## config.mk

```make
export PLATFORM = sky130hd
export DESIGN_NAME = sprfe_link_ram
export DESIGN_NICKNAME = d
export VERILOG_FILES = /design/src/sprfe_link_ram.sv
export SDC_FILE = /design/constraint.sdc
export NUM_CORES = 2
export LEC_CHECK = 0
export BUFFER_PORTS_ARGS = -buffer_cell sky130_fd_sc_hd__buf_2
export CORE_ASPECT_RATIO = 1.1
export CORE_UTILIZATION = 40
export CTS_CLUSTER_DIAMETER = 150
export DETAILED_ROUTE_END_ITERATION = 10
export PLACE_DENSITY_LB_ADDON = 0.12
export SYNTH_ARGS = -nofsm -noshare
export SYNTH_HDL_FRONTEND = slang
export SYNTH_SLANG_ARGS = --single-unit
```

## constraint.sdc

```tcl
create_clock -name clk -period 2.4 [get_ports clk]
set_input_delay 0.24 -clock clk [delete_from_list [all_inputs] [get_ports clk]]
set_output_delay 0.24 -clock clk [all_outputs]
set_load 0.01 [all_outputs]
```

## src/sprfe_link_ram.sv

```systemverilog
// Link memory of the slot stacks: one write port, one registered read port.
// Depends on nothing outside this file.
`timescale 1ns / 1ps
`default_nettype none
module sprfe_link_ram #(
  parameter int DEPTH = 256,
  parameter int AW    = 8,
  parameter int DW    = 9
) (
  input  wire           clk,
  input  wire           we,
  input  wire  [AW-1:0] waddr,
  input  wire  [DW-1:0] wdata,
  input  wire  [AW-1:0] raddr,
  output logic [DW-1:0] rdata
);
  logic [DW-1:0] mem [DEPTH];

  // Write and registered read.
  always_ff @(posedge clk) begin
    if (we) begin
      mem[waddr] <= wdata;
    end
    rdata <= mem[raddr];
  end
endmodule
`default_nettype wire
```

## Word level (Yosys, flattened, before mapping)

Memories as Yosys holds them, arrays and structs flattened. A register that Yosys moved wholly into a read port is not among the register bits.
Index checks and enable logic that the tools add are counted.

- Register bits: 0
- RAM bits: 2,304
- Input port bits: 27
- Output and inout port bits: 9
- Word-level logic and storage cells: 3
- Memories: 1

Memories:

| name | words | width | rd ports | clocked after Yosys merged registers in | wr ports | RTL line | text |
|---|---|---|---|---|---|---|---|
| mem | 256 | 9 | 1 | 1 | 1 | 17 | `logic [DW-1:0] mem [DEPTH];` |

- Mux-type cells: 2

Operators by type and width:

| cell | number |
|---|---|
| 1-bit two-way mux | 2 |

## Logic depth before layout (Yosys ltp)

- Depth in word-level cells: 2
- Depth in mapped cells: 11

## Worst setup path before layout

Ideal clock, no wire load.

- Path type: input-to-reg
- From: input waddr[3]
- To: memory mem[235][0] (enable)
- Arrival time: 1,727 ps
- Required time: 2,026 ps
- Slack: 299 ps
- Stages: 6
- Path buffers: 3
- Path through: clkbuf_1 > nor2b_1 > clkbuf_1 > nand4_1 > clkbuf_1 > nor2_1

RTL lines:

| item | RTL line | text |
|---|---|---|
| start, declared | 12 | `input wire [AW-1:0] waddr,` |
| end, declared | 17 |  |

No word-level cell before the write port.

==> results.sh <==
export IMPL_status="finished with violations"
export IMPL_violations="negative setup slack"
export IMPL_first_pass_iters=5
export IMPL_synthArstFlopShare=0
export IMPL_arrival_ns=3.19
export IMPL_wl_per_cell_um=30.4
export IMPL_crit_fanout=1
export IMPL_final_cell_area_mm2=0.106
export IMPL_synth_main_ff_cell="edfxtp_1"
export IMPL_synth_distinct_cells=57
export IMPL_finalPower_mw=85.3
export IMPL_crit_start="mem[14][2]"
export IMPL_yosys_warnings=0
export IMPL_synth_area_per_cell_um2=21.1
export IMPL_critPathBufInv=1
export IMPL_rows=181
export IMPL_r2r_start="mem[14][2]"
export IMPL_antenna_found_initial=20
export IMPL_vias_per_cell=5.55
export IMPL_grt_max_degree=85
export IMPL_synth_fp_nets=4264
export IMPL_final_max_slew_viol_count=0
export IMPL_final_common_cell="edfxtp_1"
export IMPL_drc=0
export IMPL_htree_levels=4
export IMPL_ff2ff_path_depth=7
export IMPL_fp_dieH_um=497
export IMPL_grt_pass1_wl_mm=350
export IMPL_grtUsageTotal=0.220
export IMPL_crit_path_end_kind="register"
export IMPL_fillers=18300
export IMPL_start_kind="register"
export IMPL_ant_nets=0
export IMPL_die_w_um=452
export IMPL_cts_tree="built"
export IMPL_crit_cells=7
export IMPL_max_vdd_ir_drop_mv=0.797
export IMPL_skew_ns=0.0415
export IMPL_cts_setup_buffers=0
export IMPL_io_pins=36
export IMPL_tightest_slew_ns=0.798
export IMPL_gp_congestion=0.840
export IMPL_crit_path_end="rdata[2]"
export IMPL_hold_path_class="in2reg"
export IMPL_slew_headroom=0.468
export IMPL_finalCritPeriodShare=1.01
export IMPL_hpwl_mm=162
export IMPL_cts_sinks=2313
export IMPL_syn_cell_area_mm2=0.0893
export IMPL_ys_seq_area_frac=0.777
export IMPL_grt_pass1_vias=46500
export IMPL_hold_violations=0
export IMPL_max_freq_mhz=414
export IMPL_final_cell_mix="edfxtp_1, buf_4, mux4_2, nor2_1, clkbuf_16"
export IMPL_drive_above_1_share=0.317
export IMPL_drt_iter0_markers=4726
export IMPL_clock_root_buffer="clkbuf_16"
export IMPL_reg2reg_slack_ns=-0.02
export IMPL_cts_reportedPaths_clkPinSlew_ns=0.06
export IMPL_syn_inst=4237
export IMPL_cp_slowest_cell="a211oi_2"
export IMPL_path_delay_family="compound AO/OA/AOI/OAI gates"
export IMPL_layout_setup_ws_ns=-0.0165
export IMPL_coreArea_mm2=0.221
export IMPL_regToRegEndpoint="rdata[2]"
export IMPL_crit_path_max_incr_delay_ns=0.49
export IMPL_p_leak_nw=34.5
export IMPL_setup_viol=2
export IMPL_post_route_min_period_ns=2.42
export IMPL_die_area_mm2=0.225
export IMPL_gr_total_overflow=0
export IMPL_ys_ff_latch=2313
export IMPL_portBuffers=35
export IMPL_wirelength_mm=248
export IMPL_clock_latency_ns=0.90
export IMPL_dpl_cell_count=7704
export IMPL_path_cells="mux4_2 -> a22oi_1 -> o31a_1 -> o21ai_0 -> a211oi_2 -> buf_4 -> nor4_1"
export IMPL_cts_buffer_depth=3
export IMPL_synth_edf_count=2304
export IMPL_vias=45300
export IMPL_nets=5049
export IMPL_cp_required_ns=3.17
export IMPL_syn_to_final_growth_pct=19.3
export IMPL_powerDensity_mw_per_mm2=801
export IMPL_place_area_mm2=0.0987
export IMPL_cts_buffers=233
export IMPL_path_class="reg2reg"
export IMPL_start_util=0.403
export IMPL_fin_cells=8159
export IMPL_maxCapViolCount=0
## how the worst min path moves through the flow
stage / start / endpoint / depth (start not counted)
floorplan: wdata[0] / mem[0][0] / 0
global placement: wdata[7] / mem[129][7] / 1
detailed placement: wdata[7] / mem[128][7] / 1
CTS: waddr[5] / mem[183][0] / 4
global route: waddr[5] / mem[183][0] / 4
finish: waddr[5] / mem[183][0] / 4
## cells in the mapped netlist (9+ instances only)
cell / number / area (um^2)
o221ai_1: 35 / 307
nor2b_1: 28 / 175
nand2b_1: 9 / 56.3
a211oi_1: 26 / 195
o22ai_1: 65 / 407
mux4_1: 9 / 236
mux4_2: 467 / 10500
nor2_1: 305 / 1140
nand2_1: 40 / 150
dfxtp_1: 9 / 180
nand4_1: 11 / 68.8
buf_4: 28 / 210
buf_1: 14 / 52.6
buf_2: 54 / 270
clkbuf_1: 120 / 450
edfxtp_1: 2304 / 69200
nor4_1: 27 / 169
o21ai_0: 31 / 155
nor3_1: 21 / 105
buf_6: 26 / 293
nand3_1: 31 / 155
mux2_2: 21 / 236
a221oi_1: 11 / 96.3
a31oi_1: 10 / 62.6
buf_8: 12 / 180
mux2i_1: 177 / 1770
a21oi_1: 98 / 490
a22oi_1: 174 / 1310
## worst reg2reg max path: cells and delay by family (launching register included)
| family | cells | cell delay, ns |
|---|---|---|
| flops | 1 | 0.36 |
| mux | 1 | 0.47 |
| buf+inv | 1 | 0.24 |
| simple gates | 1 | 0.05 |
| compound gates | 4 | 1.20 |
## state kept, by name, summed over array words and instances, names as in the netlist
signal,count
mem,2304
rdata,9
## metal layers
layer | vias to the layer above | part of all wire | GRT usage
met3 | 305 | 0.053 | 0.0294
met1 | 24300 | 0.42 | 0.306
met4 | 4 | 0.026 | 0.0659
met5 | - | 0.000097 | 0
li1 | 19400 | - | -
met2 | 1289 | 0.50 | 0.362
## power by group
part / switching, mW / total, mW / internal [mW]
clock network: 15.5 / 35.8 / 20.3
logic: 2.97 / 4.88 / 1.91
registers: 0.138 / 44.7 / 44.5
## per-stage QoR
| step | setup TNS (ns) | hold slack, ns | worst slack, ns | utilization |
|---|---|---|---|---|
| floorplan | 0 | 0.339 | 0.299 | - |
| global placement | -10.74 | 0.683 | -1.70 | 0.446 |
| detailed placement | -8.31 | 0.687 | -1.14 | 0.446 |
| CTS | 0 | 0.0100 | 0.00139 | 0.480 |
| global route | -0.00843 | 0.0678 | -0.00843 | 0.481 |
| finish | -0.0303 | 0.0690 | -0.0165 | 0.481 |
## kinds of logic after synthesis
| family | synth area share |
|---|---|
| DFF | 0.777 |
| muxes | 0.143 |
| AOI/OAI and AO/OA | 0.0375 |
| buffers and inverters | 0.0175 |
| and+or+nand+nor | 0.0250 |
## timing repair
item | CTS | global route
pin swaps | 0 | 7
resized for setup | 17 | 10
setup endpoints to repair | 8 | 6
endpoints found under the hold margin | 644 | 0
hold buffers | 11 | 0
## final cells by class
class | count | area, um^2 | share of cell area
Timing Repair Buffer | 809 | 7360 | 0.0692
Inverter | 2 | 7.51 | 0.0000705
Tap cell | 2928 | 3660 | 0.0344
Antenna cell | 9 | 22.5 | 0.000211
Clock buffer | 297 | 6130 | 0.0576
Multi-Input combinational cell | 1663 | 18600 | 0.175
Sequential cell | 2313 | 69400 | 0.651
Clock inverter | 138 | 1310 | 0.0123
(Power assumes the default switching activity.)
