==> src/sprfe_pkg.sv <==
// Shared types, codes and widths of the slab page remote-free engine.
// Depends on nothing; the interfaces, the top level and the divide unit use it.
`timescale 1ns / 1ps
`default_nettype none
package sprfe_pkg;

  // Fixed field widths.
  localparam int ADDR_W   = 64;
  localparam int SB_W     = 17;
  localparam int SIU_W    = 9;
  localparam int GEN_W    = 32;
  localparam int CNT_W    = 32;
  localparam int STAT_W   = 3;
  localparam int MODE_W   = 2;
  localparam int STRIPE_W = 2;
  localparam int SLOTF_W  = 8;
  localparam int TOTF_W   = 9;
  localparam int CFG_IDX_W = 2;
  localparam int STEP_W   = 6;

  // Default geometry.
  localparam int DEF_SLOTS     = 256;
  localparam int DEF_STRIPES   = 4;
  localparam int DEF_MIN_ALIGN = 16;

  // Register reset values.
  localparam logic [SB_W-1:0]  SLOT_BYTES_RST   = SB_W'(64);
  localparam logic [SIU_W-1:0] SLOTS_IN_USE_RST = SIU_W'(256);

  typedef enum logic [MODE_W-1:0] {
    MODE_FREE  = 2'd0,
    MODE_DRAIN = 2'd1,
    MODE_TAKE  = 2'd2,
    MODE_NONE  = 2'd3
  } mode_t;

  typedef enum logic [STAT_W-1:0] {
    ST_ACCEPTED  = 3'd0,
    ST_INVALID   = 3'd1,
    ST_DUPLICATE = 3'd2,
    ST_DRAINED   = 3'd3,
    ST_TAKEN     = 3'd4,
    ST_EMPTY     = 3'd5
  } status_t;

  typedef enum logic [CFG_IDX_W-1:0] {
    REG_PAGE_BASE  = 2'd0,
    REG_SLOT_BYTES = 2'd1,
    REG_SLOTS_USE  = 2'd2,
    REG_PAGE_GEN   = 2'd3
  } cfg_reg_t;

  // Request to the divide unit.
  typedef struct packed {
    logic              start;
    logic [STEP_W-1:0] steps;
  } div_ctrl_t;

endpackage
`default_nettype wire

==> src/sprfe_div_unit.sv <==
// Restoring divide unit: one compare and subtract per cycle.
// Depends on sprfe_pkg for the request struct.
`timescale 1ns / 1ps
`default_nettype none
module sprfe_div_unit #(
  parameter int REM_W = 25,
  parameter int DV_W  = 30,
  parameter int Q_W   = 8
) (
  input  wire                          clk,
  input  wire                          rst,
  input  sprfe_pkg::div_ctrl_t         ctrl,
  input  wire  [REM_W-1:0]             rem_init,
  input  wire  [DV_W-1:0]              dv_init,
  output logic                         done,
  output logic [REM_W-1:0]             rem,
  output logic [Q_W-1:0]               quo
);
  import sprfe_pkg::*;

  logic [DV_W-1:0]   dv;
  logic [STEP_W-1:0] cnt;
  logic              running;
  logic [DV_W-1:0]   rem_ext;
  logic              ge;

  // One quotient bit: compare the remainder with the shifted divisor.
  assign rem_ext = DV_W'(rem);
  assign ge      = (rem_ext >= dv);

  always_ff @(posedge clk) begin
    if (rst) begin
      running <= 1'b0;
      done    <= 1'b0;
      cnt     <= '0;
    end else if (ctrl.start) begin
      running <= 1'b1;
      done    <= 1'b0;
      cnt     <= ctrl.steps;
    end else if (running) begin
      cnt <= cnt - STEP_W'(1);
      if (cnt == STEP_W'(1)) begin
        running <= 1'b0;
        done    <= 1'b1;
      end
    end else begin
      done <= 1'b0;
    end
  end

  // Datapath registers need no reset.
  always_ff @(posedge clk) begin
    if (ctrl.start) begin
      rem <= rem_init;
      dv  <= dv_init;
      quo <= '0;
    end else if (running) begin
      if (ge) begin
        rem <= REM_W'(rem_ext - dv);
      end
      quo <= {quo[Q_W-2:0], ge};
      dv  <= dv >> 1;
    end
  end
endmodule
`default_nettype wire

==> config.mk <==
export PLATFORM = sky130hd
export DESIGN_NAME = sprfe_div_unit
export DESIGN_NICKNAME = d
export VERILOG_FILES = /design/src/sprfe_pkg.sv /design/src/sprfe_div_unit.sv
export SDC_FILE = /design/constraint.sdc
export NUM_CORES = 1
export LEC_CHECK = 0
export ABC_AREA = 1
export BUFFER_PORTS_ARGS = -buffer_cell sky130_fd_sc_hd__buf_4
export CAP_MARGIN = 20
export CORE_MARGIN = 2
export CORE_UTILIZATION = 50
export CTS_BUF_LIST = sky130_fd_sc_hd__clkbuf_4 sky130_fd_sc_hd__clkbuf_8 sky130_fd_sc_hd__clkbuf_16
export DETAILED_ROUTE_END_ITERATION = 6
export GPL_TIMING_DRIVEN = 0
export PLACE_DENSITY = 0.78
export SLEW_MARGIN = 20
export SYNTH_ARGS = -nofsm -noshare
export SYNTH_HDL_FRONTEND = slang
export SYNTH_SLANG_ARGS = --single-unit
==> constraint.sdc <==
create_clock -name clk -period 5.4 [get_ports clk]
set_clock_uncertainty 0.05 [all_clocks]
set_input_delay 0.81 -clock clk [delete_from_list [all_inputs] [get_ports clk]]
set_output_delay 0.81 -clock clk [all_outputs]
set_load 0.1 [all_outputs]
**Yosys cells after proc, flatten, opt, wreduce, memory -nomap -nowiden**

Index checks and enable logic that the tools add are counted.

- Flip-flop bits (word level): 71
- Logic and storage cells: 25

- $add $sub $neg: 2
- Magnitude comparators: 1
- Equality and inequality tests: 1
- Mux-type cells: 10
- Bitwise gates (word level): 1
- Reduce and logical (&&, ||, !) cells: 4

Operators by type and width:

| cell | count |
|---|---|
| 25-bit two-way mux | 3 |
| 30-bit two-way mux | 2 |
| 25-bit by 30-bit >= comparator with 1-bit output | 1 |
| 25-bit subtractor | 1 |
| 6-bit two-way mux | 2 |
| 6-bit by 1-bit == test with 1-bit output, second input constant | 1 |
| 6-bit by 1-bit subtractor with 6-bit output, second input constant | 1 |
| 2-bit nonzero test | 2 |
| 1-bit two-way mux | 3 |
| 3-bit OR reduction | 1 |
| 2-bit AND reduction | 1 |
| 1-bit inverter | 1 |

**Longest topological paths before layout**

- Depth after elaboration: 4
- Depth in mapped cells: 13
- Mapped depth without buffers: 13

**Worst setup path after synthesis**

OpenSTA, ideal clock, no wires.

- Path type: reg2reg
- From: register rem[0]
- To: register rem[0] (enable)
- Setup time: 0.382 ns
- Data arrival time: 2.741 ns
- Path slack: 2.227 ns
- Cell stages (with the launch flop): 13
- Path through: edfxtp_1 > inv_1 > ha_1 > fa_1 > inv_1 > nand2_1 > nand3_1 > nand2_1 > nand2_1 > nand2_1 > nand2_1 > nand2_1 > nand2_1

- Cells in the longest elaborated chain, start to end: 3

RTL lines:

| element | RTL line | RTL |
|---|---|---|
| start, declared | sprfe_div_unit.sv:16 | `output logic [REM_W-1:0] rem,` |
| start signal, assigned | sprfe_div_unit.sv:54 | `rem <= rem_init;` |
| start signal, assigned | sprfe_div_unit.sv:59 | `rem <= REM_W'(rem_ext - dv);` |
| 25-bit by 30-bit >= comparator with 1-bit output | sprfe_div_unit.sv:29 | `assign ge = (rem_ext >= dv);` |
| 2-bit nonzero test (no line) | n/a |  |
| 2-bit AND reduction (no line) | n/a |  |

Every way passes these cells.
A chain may end at the register's enable or synchronous reset.

**Worst setup path in the final report**

- From: register rem[0]
- To: register rem[12] (enable)

The elaborated chain is that of the path after synthesis.

==> load_flow_metrics.sql <==
INSERT INTO impl_metrics (metric_group, metric, value, unit) VALUES
('status', 'outcome', 'finished, final reports clean', ''),
('grt', 'grt_pass1_vias', '4735', ''),
('worst_setup_path', 'critical_path.slowest_cell', 'sky130_fd_sc_hd__nand2_2', ''),
('layout', 'final-seq-area', '0.001972', 'sq mm'),
('logic_synthesis', 'yosys_most_used_dff', 'sky130_fd_sc_hd__edfxtp_1', ''),
('worst_hold_path', 'hp-class', 'reg -> reg', ''),
('routing', 'post_drt_via_cell_ratio', '4.939', ''),
('placement', 'gp_routability_congestion', '0.9138', ''),
('worst_setup_path', 'endpoint_kind', 'flip-flop', ''),
('power', 'p_sw', '854.5', 'uW'),
('logic_synthesis', 'postSynthCellCount', '723', ''),
('logic_synthesis', 'ys_seq_area_share', '39.72', '%'),
('timing', 'timing.final.setup_violations', '0', ''),
('timing', 'final.period_utilization', '50.13', '%'),
('placement', 'port-buffer-count', '96', ''),
('worst_setup_path', 'crit_required', '5350', 'ps'),
('logic_synthesis', 'mapped_nets', '815', ''),
('floorplan', 'placementRows', '36', ''),
('logic_synthesis', 'yosysWarningCount', '0', ''),
('layout', 'fillCellCount', '895', ''),
('worst_setup_path', 'critical-path-max-stage-delay', '530', 'ps'),
('power', 'int_power', '1158', 'uW'),
('grt', 'grt_max_degree', '39', ''),
('logic_synthesis', 'synth.area.mux_share', '0', '%'),
('power', 'worst_ir_drop_vdd', '0.1753', 'mV'),
('floorplan', 'die_width', '103.6', 'um'),
('timing', 'finalMaxSlewViolations', '0', ''),
('power', 'power.total', '2013', 'uW'),
('layout', 'multi_input_area', '0.002405', 'sq mm'),
('timing', 'setup_tns', '0', 'ps'),
('power', 'power.share.sequential', '34.2', '%'),
('logic_synthesis', 'synth_compound_area_share', '6.930', '%'),
('cts', 'clock_tree.root_cell', 'sky130_fd_sc_hd__clkbuf_8', ''),
('timing', 'post_route_minimum_period', '2707', 'ps'),
('logic_synthesis', 'postSynth.asyncResetShare', '0', '%'),
('routing', 'totalWireLength', '13540', 'um'),
('logic_synthesis', 'mean_syn_cell_area', '6.867', 'sq um'),
('floorplan', 'die_area', '0.01074', 'sq mm'),
('layout', 'nets', '922', ''),
('routing', 'drt_pass1_iterations', '5', ''),
('floorplan', 'core_region_area', '0.009684', 'sq mm'),
('worst_setup_path', 'setup.worst_path.class', 'reg -> reg', ''),
('cts', 'tritoncts', 'built', ''),
('cts', 'numClockSinks', '71', ''),
('layout', 'antenna-diode-count', '0', ''),
('cts', 'tritoncts.num_buffers', '9', ''),
('job', 'cap_viol_max_count', '0', ''),
('floorplan', 'initial_utilization', '51.27', '%'),
('grt', 'grt_usage', '26.04', '%'),
('logic_synthesis', 'dominant_combinational_cell_family_by_area_after_synthesis', 'simple AND/OR/NAND/NOR gates', ''),
('floorplan', 'design.portCount', '98', ''),
('logic_synthesis', 'synth_enable_flop_cells', '55', ''),
('floorplan', 'dieHeight', '103.6', 'um'),
('cts', 'clk_pin_slew_worst_paths', '80', 'ps'),
('logic_synthesis', 'yosysUniqueCellTypes', '31', ''),
('layout', 'fraction_of_layout_instances_using_a_drive_strength_above_1', '17.01', '%'),
('timing', 'worst_hold_slack_across_all_endpoints', '421.9', 'ps'),
('grt', 'grt_first_pass_wirelength', '22430', 'um'),
('layout', 'area_delta_synth_final', '22.25', '%'),
('timing', 'max_freq', '369.4', 'MHz'),
('cts', 'worst_case_clock_buffer_depth', '2', ''),
('timing', 'slew-limit-headroom', '52.45', '%'),
('worst_setup_path', 'timing.critical_path.mode_cell', 'sky130_fd_sc_hd__nand2_1', ''),
('timing', 'final_hold_viol_count', '0', ''),
('grt', 'antenna_found_initial', '0', ''),
('power', 'clock_network_fraction_of_design_power', '23.2', '%'),
('routing', 'detail_route.wl_per_cell', '13.98', 'um'),
('worst_setup_path', 'worst_ep_arrival_time', '2660', 'ps'),
('cts', 'post_cts_resized', '0', ''),
('logic_synthesis', 'synth_area', '0.004965', 'sq mm'),
('logic_synthesis', 'postSynthRegisterBits', '71', '');
-- registers in the layout, summed over array words and instances, names as in the netlist --
name     cells
done         1
rem         25
cnt          6
quo          8
running      1
dv          30
-- worst max-delay path, delay by kind of cell, from the launching register on --
family,cells,cell delay [ps]
AND/OR/NAND/NOR,8,1180
adder cells (fa/ha/maj),2,600
flip-flops,1,360
buffers and inverters,2,160
-- worst paths after layout --
kind,depth (start not counted),start,slack (ps),to
min reg2reg,2,done$_SDFFE_PP0P_,420,done$_SDFFE_PP0P_
min,2,done$_SDFFE_PP0P_,420,done$_SDFFE_PP0P_
max,12,rem[0]$_DFFE_PP_,2690,rem[12]$_DFFE_PP_
max reg2reg,12,rem[0]$_DFFE_PP_,2690,rem[12]$_DFFE_PP_
-- area by class of cell --
class	count	area share (%)
Buffer	14	1.072
Timing Repair Buffer	96	11.87
Tap cell	133	2.742
Clock buffer	10	2.453
Inverter	140	8.679
Multi-Input combinational cell	498	39.62
Clock inverter	6	1.072
Sequential cell	71	32.49
-- routing by layer --
layer	global-route usage (%)	vias up	routed length [um]
met3	5.349	29	730
met1	33.45	2121	6179
met5	0	-	0
met2	42.90	153	6241
li1	-	2478	-
met4	10.81	0	384
-- through the flow --
stage	cell area (sq um)	instances	utilization [%]	setup WS [ps]
floorplan	4965	723	-	2227
global placement	5852	952	60.43	2341
detailed placement	5856	952	60.47	2673
CTS	6070	968	62.67	2662
global route	6070	968	62.67	2458
finish	6070	968	62.67	2693
-- synth_stat cells (6+ instances only) --
cell | number | share of area, %
sky130_fd_sc_hd__a21oi_1 | 15 | 1.5
sky130_fd_sc_hd__buf_2 | 7 | 0.71
sky130_fd_sc_hd__clkbuf_1 | 6 | 0.45
sky130_fd_sc_hd__dfxtp_1 | 16 | 6.5
sky130_fd_sc_hd__edfxtp_1 | 55 | 33
sky130_fd_sc_hd__ha_1 | 27 | 6.8
sky130_fd_sc_hd__inv_1 | 137 | 10
sky130_fd_sc_hd__nand2_1 | 285 | 22
sky130_fd_sc_hd__nand2_2 | 6 | 0.76
sky130_fd_sc_hd__nand3_1 | 43 | 4.3
sky130_fd_sc_hd__nand4_1 | 8 | 1.0
sky130_fd_sc_hd__nor2_1 | 36 | 2.7
sky130_fd_sc_hd__o21ai_0 | 39 | 3.9
-- cells by family after synthesis --
| logic type | Yosys count |
|---|---|
| AO/OA/AOI/OAI | 65 |
| AND/OR/NAND/NOR | 402 |
| XOR/XNOR | 3 |
| flip-flops | 71 |
| buffers and inverters | 154 |
| adder cells (fa/ha/maj) | 28 |
-- power by group through the flow --
stage | Combinational [uW] | Clock [uW] | Sequential, uW
CTS | 851 | 475 | 690
global route | 948 | 498 | 697
detailed placement | 847 | 0 | 702
global placement | 835 | 0 | 700
finish | 856 | 467 | 689
floorplan | 448 | 0 | 888
Note: power is estimated with default switching activity, not from simulation.
